### src/rcda_pkg.sv
// rcda_pkg: shared types and constants for the reactive collector drive arbiter.
// No dependencies; every other file in src uses it by scoped names.
package rcda_pkg;

    localparam int SENSOR_W   = 12;
    localparam int LEVEL_W    = 12;
    localparam int TICK_W     = 8;
    localparam int SPEED_W    = 11;
    localparam int MODE_W     = 2;
    localparam int NUM_PROX   = 8;
    localparam int APB_ADDR_W = 4;
    localparam int APB_DATA_W = 32;
    localparam int REG_IDX_W  = 2;

    localparam int FULL_SPEED = 1000;

    typedef logic signed [SPEED_W-1:0] speed_t;
    typedef logic [TICK_W-1:0]         tick_t;
    typedef logic [LEVEL_W-1:0]        level_t;

    typedef enum logic [MODE_W-1:0] {
        MODE_TURN   = 2'd0,
        MODE_PUSH   = 2'd1,
        MODE_SEARCH = 2'd2
    } mode_t;

    typedef enum logic [REG_IDX_W-1:0] {
        REG_BLACK  = 2'd0,
        REG_PUSH   = 2'd1,
        REG_DETECT = 2'd2,
        REG_TURN   = 2'd3
    } reg_idx_t;

    localparam speed_t SPD_FULL = SPEED_W'(FULL_SPEED);
    localparam speed_t SPD_NEG  = SPEED_W'(-FULL_SPEED);
    localparam speed_t SPD_ZERO = SPEED_W'(0);
    localparam speed_t SPD_9    = SPEED_W'(FULL_SPEED * 9 / 10);
    localparam speed_t SPD_7    = SPEED_W'(FULL_SPEED * 7 / 10);
    localparam speed_t SPD_6    = SPEED_W'(FULL_SPEED * 6 / 10);
    localparam speed_t SPD_3    = SPEED_W'(FULL_SPEED * 3 / 10);
    localparam speed_t SPD_1    = SPEED_W'(FULL_SPEED * 1 / 10);

    // turn-around down-counters
    typedef struct packed {
        tick_t left_cnt;
        tick_t right_cnt;
    } turn_t;

    // thresholds handed to the merge stage
    typedef struct packed {
        level_t black_level;
        level_t push_level;
        tick_t  turn_ticks;
    } merge_cfg_t;

    typedef struct packed {
        speed_t left_speed;
        speed_t right_speed;
        mode_t  mode;
    } drive_t;

endpackage

### src/rcda_if.sv
// rcda_if: valid/ready channel interfaces for sensor frames and drive words.
// Depends on rcda_pkg.
interface rcda_in_if;
    logic                           valid;
    logic                           ready;
    logic [rcda_pkg::SENSOR_W-1:0]  prox_0;
    logic [rcda_pkg::SENSOR_W-1:0]  prox_1;
    logic [rcda_pkg::SENSOR_W-1:0]  prox_2;
    logic [rcda_pkg::SENSOR_W-1:0]  prox_3;
    logic [rcda_pkg::SENSOR_W-1:0]  prox_4;
    logic [rcda_pkg::SENSOR_W-1:0]  prox_5;
    logic [rcda_pkg::SENSOR_W-1:0]  prox_6;
    logic [rcda_pkg::SENSOR_W-1:0]  prox_7;
    logic [rcda_pkg::SENSOR_W-1:0]  ground_left;
    logic [rcda_pkg::SENSOR_W-1:0]  ground_mid;
    logic [rcda_pkg::SENSOR_W-1:0]  ground_right;

    modport source (
        output valid, prox_0, prox_1, prox_2, prox_3, prox_4, prox_5, prox_6, prox_7,
               ground_left, ground_mid, ground_right,
        input  ready
    );
    modport sink (
        input  valid, prox_0, prox_1, prox_2, prox_3, prox_4, prox_5, prox_6, prox_7,
               ground_left, ground_mid, ground_right,
        output ready
    );
endinterface

interface rcda_out_if;
    logic                          valid;
    logic                          ready;
    logic signed [rcda_pkg::SPEED_W-1:0] left_speed;
    logic signed [rcda_pkg::SPEED_W-1:0] right_speed;
    logic [rcda_pkg::MODE_W-1:0]   mode;

    modport source (
        output valid, left_speed, right_speed, mode,
        input  ready
    );
    modport sink (
        input  valid, left_speed, right_speed, mode,
        output ready
    );
endinterface

### src/reactive_collector_drive_arbiter_unit.sv
// reactive_collector_drive_arbiter_unit: top level, eight sensor lanes, merge, turn state,
// output register and APB register file. Depends on rcda_pkg, rcda_if, rcda_lane, rcda_merge.
//
//  channel  | dir | handshake     | word
//  ---------+-----+---------------+-------------------------------------------
//  sensor   | in  | valid/ready   | prox_0..prox_7, ground_left/mid/right
//  drive    | out | valid/ready   | left_speed, right_speed, mode
//  apb      | in  | psel/penable  | black, push, detect level, turn_ticks
//
//  One word per cycle while drive is not stalled; a frame is decided in the cycle it is taken
//  and lands in the output register, so its word is visible in the next cycle.
//  Throughput is set by the output register: sensor.ready = !drive.valid || drive.ready.
//  Reset clears the turn counters, the output valid and the registers to defaults.
module reactive_collector_drive_arbiter_unit #(
    parameter int SENSOR_BITS = 12
) (
    input  logic                               clk,
    input  logic                               rst_n,
    rcda_in_if.sink                            sensor,
    rcda_out_if.source                         drive,
    input  logic                               psel,
    input  logic                               penable,
    input  logic                               pwrite,
    input  logic [rcda_pkg::APB_ADDR_W-1:0]    paddr,
    input  logic [rcda_pkg::APB_DATA_W-1:0]    pwdata,
    output logic [rcda_pkg::APB_DATA_W-1:0]    prdata,
    output logic                               pready
);

    localparam int UW = (SENSOR_BITS < rcda_pkg::SENSOR_W) ? SENSOR_BITS : rcda_pkg::SENSOR_W;

    rcda_pkg::level_t  black_level_reg;
    rcda_pkg::level_t  push_level_reg;
    rcda_pkg::level_t  detect_level_reg;
    rcda_pkg::tick_t   turn_ticks_reg;
    rcda_pkg::turn_t   turn_reg;
    rcda_pkg::turn_t   turn_next;
    logic              out_valid_reg;
    logic              out_valid_next;
    rcda_pkg::drive_t  drive_reg;
    rcda_pkg::drive_t  drive_next;

    logic [UW-1:0]                   prox [rcda_pkg::NUM_PROX];
    logic [rcda_pkg::NUM_PROX-1:0]   hits;
    rcda_pkg::merge_cfg_t            mcfg;
    logic                            accept;
    logic                            cfg_wr;
    rcda_pkg::reg_idx_t              reg_sel;

    assign prox[0] = sensor.prox_0[UW-1:0];
    assign prox[1] = sensor.prox_1[UW-1:0];
    assign prox[2] = sensor.prox_2[UW-1:0];
    assign prox[3] = sensor.prox_3[UW-1:0];
    assign prox[4] = sensor.prox_4[UW-1:0];
    assign prox[5] = sensor.prox_5[UW-1:0];
    assign prox[6] = sensor.prox_6[UW-1:0];
    assign prox[7] = sensor.prox_7[UW-1:0];

    genvar g;
    generate
        for (g = 0; g < rcda_pkg::NUM_PROX; g++)
        begin : g_lane
            rcda_lane #(
                .IDX (g),
                .W   (UW)
            ) u_lane (
                .prox         (prox),
                .detect_level (detect_level_reg),
                .hit          (hits[g])
            );
        end
    endgenerate

    assign mcfg.black_level = black_level_reg;
    assign mcfg.push_level  = push_level_reg;
    assign mcfg.turn_ticks  = turn_ticks_reg;

    rcda_merge #(
        .W (UW)
    ) u_merge (
        .hits         (hits),
        .prox_front_a (prox[0]),
        .prox_front_b (prox[7]),
        .gnd_left     (sensor.ground_left[UW-1:0]),
        .gnd_mid      (sensor.ground_mid[UW-1:0]),
        .gnd_right    (sensor.ground_right[UW-1:0]),
        .cfg          (mcfg),
        .turn_cur     (turn_reg),
        .turn_next    (turn_next),
        .drive        (drive_next)
    );

    assign sensor.ready   = !out_valid_reg || drive.ready;
    assign accept         = sensor.valid && sensor.ready;
    assign out_valid_next = accept || (out_valid_reg && !drive.ready);

    assign drive.valid       = out_valid_reg;
    assign drive.left_speed  = drive_reg.left_speed;
    assign drive.right_speed = drive_reg.right_speed;
    assign drive.mode        = drive_reg.mode;

    // APB
    assign pready  = 1'b1;
    assign cfg_wr  = psel && penable && pwrite;
    assign reg_sel = rcda_pkg::reg_idx_t'(paddr[rcda_pkg::APB_ADDR_W-1:2]);

    always_comb
    begin
        case (reg_sel)
            rcda_pkg::REG_BLACK:  prdata = rcda_pkg::APB_DATA_W'(black_level_reg);
            rcda_pkg::REG_PUSH:   prdata = rcda_pkg::APB_DATA_W'(push_level_reg);
            rcda_pkg::REG_DETECT: prdata = rcda_pkg::APB_DATA_W'(detect_level_reg);
            rcda_pkg::REG_TURN:   prdata = rcda_pkg::APB_DATA_W'(turn_ticks_reg);
            default:              prdata = '0;
        endcase
    end

    always_ff @(posedge clk or negedge rst_n)
    begin
        if (!rst_n)
        begin
            black_level_reg  <= rcda_pkg::LEVEL_W'(500);
            push_level_reg   <= rcda_pkg::LEVEL_W'(150);
            detect_level_reg <= rcda_pkg::LEVEL_W'(80);
            turn_ticks_reg   <= rcda_pkg::TICK_W'(10);
        end
        else if (cfg_wr)
        begin
            case (reg_sel)
                rcda_pkg::REG_BLACK:  black_level_reg  <= pwdata[rcda_pkg::LEVEL_W-1:0];
                rcda_pkg::REG_PUSH:   push_level_reg   <= pwdata[rcda_pkg::LEVEL_W-1:0];
                rcda_pkg::REG_DETECT: detect_level_reg <= pwdata[rcda_pkg::LEVEL_W-1:0];
                rcda_pkg::REG_TURN:   turn_ticks_reg   <= pwdata[rcda_pkg::TICK_W-1:0];
                default:              ;
            endcase
        end
    end

    always_ff @(posedge clk or negedge rst_n)
    begin
        if (!rst_n)
        begin
            turn_reg      <= '0;
            out_valid_reg <= 1'b0;
        end
        else
        begin
            out_valid_reg <= out_valid_next;
            if (accept)
            begin
                turn_reg <= turn_next;
            end
        end
    end

    always_ff @(posedge clk)
    begin
        if (accept)
        begin
            drive_reg <= drive_next;
        end
    end

endmodule

### src/rcda_lane.sv
// rcda_lane: one proximity lane; flags its sensor as a search maximum above detect level.
// Depends on rcda_pkg.
module rcda_lane #(
    parameter int IDX = 0,
    parameter int W   = 12
) (
    input  logic [W-1:0]                  prox [rcda_pkg::NUM_PROX],
    input  logic [rcda_pkg::LEVEL_W-1:0]  detect_level,
    output logic                          hit
);

    logic is_max;

    always_comb
    begin
        is_max = 1'b1;
        for (int j = 0; j < rcda_pkg::NUM_PROX; j++)
        begin
            if (j != IDX && prox[IDX] < prox[j])
            begin
                is_max = 1'b0;
            end
        end
    end

    assign hit = is_max && (rcda_pkg::LEVEL_W'(prox[IDX]) > detect_level);

endmodule

### src/rcda_merge.sv
// rcda_merge: combines lane hits with turn, boundary and push priority into one drive word.
// Depends on rcda_pkg.
module rcda_merge #(
    parameter int W = 12
) (
    input  logic [rcda_pkg::NUM_PROX-1:0]  hits,
    input  logic [W-1:0]                   prox_front_a,
    input  logic [W-1:0]                   prox_front_b,
    input  logic [W-1:0]                   gnd_left,
    input  logic [W-1:0]                   gnd_mid,
    input  logic [W-1:0]                   gnd_right,
    input  rcda_pkg::merge_cfg_t           cfg,
    input  rcda_pkg::turn_t                turn_cur,
    output rcda_pkg::turn_t                turn_next,
    output rcda_pkg::drive_t               drive
);

    logic                  turning;
    logic                  boundary;
    logic                  go_left;
    rcda_pkg::tick_t       ticks;
    rcda_pkg::turn_t       turn_eff;
    logic                  pushing;
    rcda_pkg::level_t      fa;
    rcda_pkg::level_t      fb;

    assign fa = rcda_pkg::LEVEL_W'(prox_front_a);
    assign fb = rcda_pkg::LEVEL_W'(prox_front_b);

    assign turning  = (turn_cur.left_cnt != '0) || (turn_cur.right_cnt != '0);
    assign boundary = !turning
                      && (rcda_pkg::LEVEL_W'(gnd_left)  < cfg.black_level
                       || rcda_pkg::LEVEL_W'(gnd_mid)   < cfg.black_level
                       || rcda_pkg::LEVEL_W'(gnd_right) < cfg.black_level);
    assign go_left  = gnd_right > gnd_left;
    assign ticks    = (cfg.turn_ticks == '0) ? rcda_pkg::TICK_W'(1) : cfg.turn_ticks;
    assign pushing  = (fa > cfg.push_level) || (fb > cfg.push_level);

    always_comb
    begin
        turn_eff = turn_cur;
        if (boundary)
        begin
            if (go_left)
            begin
                turn_eff.left_cnt = ticks;
            end
            else
            begin
                turn_eff.right_cnt = ticks;
            end
        end

        turn_next         = turn_eff;
        drive.left_speed  = rcda_pkg::SPD_FULL;
        drive.right_speed = rcda_pkg::SPD_FULL;
        drive.mode        = rcda_pkg::MODE_SEARCH;

        if (turning || boundary)
        begin
            drive.mode = rcda_pkg::MODE_TURN;
            if (turn_eff.left_cnt != '0)
            begin
                turn_next.left_cnt = turn_eff.left_cnt - rcda_pkg::TICK_W'(1);
                drive.left_speed   = rcda_pkg::SPD_ZERO;
                drive.right_speed  = rcda_pkg::SPD_NEG;
            end
            else
            begin
                turn_next.right_cnt = turn_eff.right_cnt - rcda_pkg::TICK_W'(1);
                drive.left_speed    = rcda_pkg::SPD_NEG;
                drive.right_speed   = rcda_pkg::SPD_ZERO;
            end
        end
        else if (pushing)
        begin
            drive.mode = rcda_pkg::MODE_PUSH;
            if (fa > fb)
            begin
                drive.left_speed  = rcda_pkg::SPD_9;
                drive.right_speed = rcda_pkg::SPD_7;
            end
            else if (fa < fb)
            begin
                drive.left_speed  = rcda_pkg::SPD_7;
                drive.right_speed = rcda_pkg::SPD_9;
            end
        end
        else
        begin
            // later maxima overwrite earlier ones
            if (hits[0]) drive.right_speed = rcda_pkg::SPD_6;
            if (hits[1]) drive.right_speed = rcda_pkg::SPD_3;
            if (hits[2]) drive.right_speed = rcda_pkg::SPD_1;
            if (hits[5]) drive.left_speed  = rcda_pkg::SPD_1;
            if (hits[6]) drive.left_speed  = rcda_pkg::SPD_3;
            if (hits[7]) drive.left_speed  = rcda_pkg::SPD_6;
        end
    end

endmodule

### src/flat_wrapper.sv
// flat-port wrapper written by rule: the top's interface ports become plain ports
module reactive_collector_drive_arbiter_unit_flat 
#(
    parameter int SENSOR_BITS = 12
)
  (clk, rst_n, psel, penable, pwrite, paddr, pwdata, prdata, pready, sensor_valid, sensor_prox_0, sensor_prox_1, sensor_prox_2, sensor_prox_3, sensor_prox_4, sensor_prox_5, sensor_prox_6, sensor_prox_7, sensor_ground_left, sensor_ground_mid, sensor_ground_right, sensor_ready, drive_valid, drive_left_speed, drive_right_speed, drive_mode, drive_ready);
  rcda_in_if sensor_i ();
  rcda_out_if drive_i ();
  input  logic clk;
  input  logic rst_n;
  input  logic psel;
  input  logic penable;
  input  logic pwrite;
  input  logic [rcda_pkg::APB_ADDR_W-1:0] paddr;
  input  logic [rcda_pkg::APB_DATA_W-1:0] pwdata;
  output logic [rcda_pkg::APB_DATA_W-1:0] prdata;
  output logic pready;
  input wire logic [$bits(sensor_i.valid)-1:0] sensor_valid;
  input wire logic [$bits(sensor_i.prox_0)-1:0] sensor_prox_0;
  input wire logic [$bits(sensor_i.prox_1)-1:0] sensor_prox_1;
  input wire logic [$bits(sensor_i.prox_2)-1:0] sensor_prox_2;
  input wire logic [$bits(sensor_i.prox_3)-1:0] sensor_prox_3;
  input wire logic [$bits(sensor_i.prox_4)-1:0] sensor_prox_4;
  input wire logic [$bits(sensor_i.prox_5)-1:0] sensor_prox_5;
  input wire logic [$bits(sensor_i.prox_6)-1:0] sensor_prox_6;
  input wire logic [$bits(sensor_i.prox_7)-1:0] sensor_prox_7;
  input wire logic [$bits(sensor_i.ground_left)-1:0] sensor_ground_left;
  input wire logic [$bits(sensor_i.ground_mid)-1:0] sensor_ground_mid;
  input wire logic [$bits(sensor_i.ground_right)-1:0] sensor_ground_right;
  output wire logic [$bits(sensor_i.ready)-1:0] sensor_ready;
  output wire logic [$bits(drive_i.valid)-1:0] drive_valid;
  output wire logic [$bits(drive_i.left_speed)-1:0] drive_left_speed;
  output wire logic [$bits(drive_i.right_speed)-1:0] drive_right_speed;
  output wire logic [$bits(drive_i.mode)-1:0] drive_mode;
  input wire logic [$bits(drive_i.ready)-1:0] drive_ready;
  assign sensor_i.valid = sensor_valid;
  assign sensor_i.prox_0 = sensor_prox_0;
  assign sensor_i.prox_1 = sensor_prox_1;
  assign sensor_i.prox_2 = sensor_prox_2;
  assign sensor_i.prox_3 = sensor_prox_3;
  assign sensor_i.prox_4 = sensor_prox_4;
  assign sensor_i.prox_5 = sensor_prox_5;
  assign sensor_i.prox_6 = sensor_prox_6;
  assign sensor_i.prox_7 = sensor_prox_7;
  assign sensor_i.ground_left = sensor_ground_left;
  assign sensor_i.ground_mid = sensor_ground_mid;
  assign sensor_i.ground_right = sensor_ground_right;
  assign sensor_ready = sensor_i.ready;
  assign drive_valid = drive_i.valid;
  assign drive_left_speed = drive_i.left_speed;
  assign drive_right_speed = drive_i.right_speed;
  assign drive_mode = drive_i.mode;
  assign drive_i.ready = drive_ready;
  reactive_collector_drive_arbiter_unit #(.SENSOR_BITS(SENSOR_BITS)) u_core (.clk(clk), .rst_n(rst_n), .sensor(sensor_i), .drive(drive_i), .psel(psel), .penable(penable), .pwrite(pwrite), .paddr(paddr), .pwdata(pwdata), .prdata(prdata), .pready(pready));
endmodule
### config.mk
export PLATFORM = sky130hd
export DESIGN_NAME = reactive_collector_drive_arbiter_unit_flat
export DESIGN_NICKNAME = d
export VERILOG_FILES = /design/src/rcda_pkg.sv /design/src/rcda_if.sv /design/src/reactive_collector_drive_arbiter_unit.sv /design/src/rcda_lane.sv /design/src/rcda_merge.sv /design/src/flat_wrapper.sv
export SDC_FILE = /design/constraint.sdc
export NUM_CORES = 1
export LEC_CHECK = 0
export BUFFER_PORTS_ARGS = -buffer_cell sky130_fd_sc_hd__buf_4
export CAP_MARGIN = 5
export CORE_ASPECT_RATIO = 0.9
export CORE_UTILIZATION = 60
export CTS_CLUSTER_DIAMETER = 60
export DETAILED_ROUTE_END_ITERATION = 10
export PLACE_DENSITY = 0.84
export SYNTH_ARGS = -nofsm -noshare
export SYNTH_HDL_FRONTEND = slang
export SYNTH_SLANG_ARGS = --single-unit
### constraint.sdc
create_clock -name clk -period 10 [get_ports clk]
set_input_delay 1 -clock clk [delete_from_list [all_inputs] [get_ports clk]]
set_output_delay 1 -clock clk [all_outputs]
set_load 0.02 [all_outputs]
==> results.md <==
* Reg-to-Reg Start: u_core.black_level_reg[8]
* Worst hold path type: flop to flop
* Cell at the root of the clock tree: sky130_fd_sc_hd__clkbuf_16
* Mean area per synthesized cell at approximately 9 um2
* Count of yosys warnings during synthesis at 0
* DR vias/cell at roughly 6.8
* Hold Path Origin: u_core.push_level_reg[5]
* Standard cell core area at 23610 um2
* I/O Pins at ~230
* Net count of the finished layout at ~2.4k
* PwrDens at between 100 and 150 nW/um2
* Clock network power share at 17.6%
* Clock transition at the register clock pins on the worst setup and hold paths after CTS at 0.07 ns
* Area share of and/or/nand/nor cells after synthesis at between 10% and 20%
* Number of H-tree branching levels at 3
* Source-to-sink clock delay at the later pin of the worst-skew pair at around 0.34 ns
* Iteration-0 DRC count of the detailed router at between 1k and 1.5k
* Leakage dissipation at a little under 0.009 uW
* Clock net sink count at between 80 and 90
* VDD IR-drop max at slightly below 0.00009 V
* Area leader, netlist: sky130_fd_sc_hd__ha_1
* Final antenna diode count at 0
* Total CTS buffers at 9
* Combinational Power Share at 56.5%
* Height of the die at 149.7 um
* Result of the run: complete, but fails checks
* Setup repair after global routing missed its margin: no
* Initial antenna violation count at 1
* DPL Wire Length at between 30 and 40 mm
* Number of enable flip-flop cells after synthesis at 20
* Sequential Area at around 2100 um2
* Die Footprint at ~25000 um2
* Final count of hold timing violations at 0
* Adder-cell area share of the yosys netlist at just under 40%
* Post-synthesis mux area share at 3.568%
* Initial core utilization at about three fifths
* Num rows at 53
* Distinct cell type count after synthesis at 88
* Final Max Slew Viols at 0
* Main area contributors after synthesis: sky130_fd_sc_hd__ha_1 (39%), sky130_fd_sc_hd__dfrtp_1 (8.1%), sky130_fd_sc_hd__a21o_1 (6.4%)
* Net switching power at 851.4 uW
* Final cycle utilization of the critical path at a little under half
* Total instance count after detailed placement at around 2.1k
* Final setup violation count at 0
* Synth async-reset ratio at about three quarters
* Most frequently used flop master after synthesis: sky130_fd_sc_hd__dfrtp_1
* Post-synthesis cell area at between 10000 and 15000 um2
* Top-area cell type share of the netlist area at roughly 40%
* Switch share at between 40% and 50%
* Dominant combinational cell family by area after synthesis: adder cells
* Placer's final routability congestion estimate at between 0.9 and 1
* Start point of the critical path: sensor_ground_right[10]
* Failing checks: DRC
* Proportion of synthesized chip area in sequential cells at between 10% and 20%
* Fraction of layout cells with a size suffix above 1 at 15.73%
* Synthesis-to-finish area growth at 13.17%
* Total via count after detailed routing at 14.25k
* First-pass GRT wire length at 75.35 mm
* Average wire per standard cell at around 23 um
* Vias in the first global route at between 10k and 15k
* Crit start category: input pin
* Post-Synthesis Cells at 1621
* Die Wd at 166.2 um
* Maximum number of buffers from clock root to sink at 2
* Combined global-route utilization of all metal layers at 39.29%
* Worst setup path category: input pin to flop
* Overflow after GRT at 0
* Max frequency at 209.2 MHz
* Share of the synthesized area in compound gates (AO/OA/AOI/OAI) at between 20% and 30%
* Total wire length at 49.04 mm
* Internal power summed over all cells at approximately 1100 uW
* XOR/XNOR Fraction of Synth Area at 0.06018%
* Port bufs at roughly 190
* Post-CTS Setup Bufs at 0
* Share of power burned in registers at 25.9%
* Post-synthesis sequential element count at 81
* First drt pass iteration count at 8
* Post-layout instance count excluding filler cells at 2108
* Rel. slew slack at between 20% and 30%
* Critical path capture point type: flop
* Number of flip-flops in the largest register at 16
* Critical path data arrival time at 5.03 ns
* Minimum clock period at ~4.8 ns
* Pin count of the biggest net entering global routing at 62
* Total of cells resized after clock tree synthesis at 0
* Area of the multi-input gates at 11700 um2
* Number of filler instances in the final layout at 1873
* CTS tree: built
* Measured slew at the worst slew-check pin at between 1 and 1.5 ns
* Final clock skew at 0.008308 ns
* CP Data Required Time at slightly above 10 ns
* Antenna Nets Post-Route at 0
* CTS Hold Bufs at 0
* Critical Path Fanout Max at 17
* Number of maximum-capacitance constraint violations at 0
* Final total negative setup slack at 0 ns
* Total DRC errors in the routed layout at 11
==> final timing paths <==
check,slack (ns),to,cells past startpoint
setup / recovery,5.22,u_core.turn_reg[11],15
hold / removal,0.54,u_core.push_level_reg[5],1
setup reg to reg,5.62,u_core.turn_reg[11],15
hold reg to reg,0.54,u_core.push_level_reg[5],1
max in group asynchronous,8.70,u_core.turn_ticks_reg[2],1
min in group asynchronous,0.71,u_core.drive.valid,1
==> logic make-up (layout without fill, tap and decap cells) <==
group / Yosys count / after routing
simple gates: 353 / 353
mux: 39 / 39
other cells: 2 / 25
buf+inv: 185 / 347
xor+xnor: 1 / 1
fa+ha+maj: 456 / 456
flops: 81 / 81
compound gates: 504 / 504
==> power by group through the flow <==
stage               clock (uW)  sequential [uW]  combinational, uW
finish                     335              494               1080
global route               350              503               1190
CTS                        339              490               1050
detailed placement           0              495               1040
global placement             0              491                975
floorplan                    0              468                700
==> cells in the mapped netlist, types with 12 or more instances <==
| library cell | count |
|---|---|
| sky130_fd_sc_hd__ha_1 | 456 |
| sky130_fd_sc_hd__inv_1 | 142 |
| sky130_fd_sc_hd__a21oi_1 | 128 |
| sky130_fd_sc_hd__a21o_1 | 124 |
| sky130_fd_sc_hd__nand4_1 | 79 |
| sky130_fd_sc_hd__nand2_1 | 76 |
| sky130_fd_sc_hd__o21ai_0 | 67 |
| sky130_fd_sc_hd__nor2_1 | 50 |
| sky130_fd_sc_hd__dfrtp_1 | 47 |
| sky130_fd_sc_hd__nor2b_1 | 33 |
| sky130_fd_sc_hd__nor3_1 | 28 |
| sky130_fd_sc_hd__buf_4 | 26 |
| sky130_fd_sc_hd__o211ai_1 | 26 |
| sky130_fd_sc_hd__mux2_2 | 23 |
| sky130_fd_sc_hd__o21a_1 | 22 |
| sky130_fd_sc_hd__edfxtp_1 | 20 |
| sky130_fd_sc_hd__a211oi_1 | 19 |
| sky130_fd_sc_hd__nand2b_1 | 16 |
| sky130_fd_sc_hd__dfstp_2 | 14 |
| sky130_fd_sc_hd__clkbuf_1 | 13 |
| sky130_fd_sc_hd__o21ai_1 | 13 |
| sky130_fd_sc_hd__nand3_1 | 12 |
| sky130_fd_sc_hd__o22ai_1 | 12 |
==> metrics by stage <==
| step | worst slack, ns | hold slack [ns] | power [uW] | instance area (um2) | utilization (%) |
|---|---|---|---|---|---|
| finish | 5.220 | 0.5388 | 1908 | 16470 | 69.76 |
| detailed placement | 5.001 | 0.5119 | 1532 | 16170 | 68.51 |
| global placement | 5.169 | 0.5050 | 1466 | 16170 | 68.51 |
| floorplan | 5.873 | 0.4796 | 1168 | 14640 | - |
| global route | 4.992 | 0.5613 | 2040 | 16470 | 69.76 |
| CTS | 5.344 | 0.5377 | 1874 | 16470 | 69.76 |
==> routing by layer <==
layer  GRT usage, %  wire length (um)  vias to the layer above
li1               -                 -                     6544
met3          11.32              6758                      139
met2          59.81             20240                      884
met4          13.41              1675                        2
met1          53.05             20350                     6680
met5              0                12                        -
==> cells in the final DEF, fill, tap and decap left out, drive strengths merged, types with 5 or more instances in the layout <==
cell,instances
a2111oi,11
a211o,11
a211oi,19
a21boi,6
a21o,124
a21oi,130
a221oi,7
a31oi,9
and2,9
and3,9
and4,7
buf,189
clkbuf,10
conb,25
dfrtp,47
dfstp,14
edfxtp,20
ha,456
inv,143
mux2,23
mux2i,8
mux4,8
nand2,76
nand2b,16
nand3,12
nand4,79
nor2,50
nor2b,33
nor3,31
nor4,5
o2111ai,5
o211ai,26
o21a,22
o21ai,82
o22ai,12
o31ai,5
or2,12
==> layout make-up <==
cell class              instances  area share, %
multi-input cells            1378          71.03
flip-flops and latches         81          13.02
repair buffers                189          8.615
inverters                     142          3.236
well taps                     302          2.294
clock buffers                  10          1.390
clock inverters                 6         0.4102
==> worst max-delay path: stages <==
cell	delay, ns
sky130_fd_sc_hd__buf_4	0.12
sky130_fd_sc_hd__ha_1	0.31
sky130_fd_sc_hd__nand4_1	0.17
sky130_fd_sc_hd__nor3_1	0.36
sky130_fd_sc_hd__a21boi_1	0.43
sky130_fd_sc_hd__o41ai_1	0.21
sky130_fd_sc_hd__a311oi_4	0.71
sky130_fd_sc_hd__and2_2	0.30
sky130_fd_sc_hd__nor2_1	0.07
sky130_fd_sc_hd__ha_1	0.19
sky130_fd_sc_hd__nand2_1	0.10
sky130_fd_sc_hd__a21oi_1	0.11
sky130_fd_sc_hd__nand2_1	0.47
sky130_fd_sc_hd__nand2_1	0.23
sky130_fd_sc_hd__o22ai_1	0.24
Power figures use the tool's default switching activity.
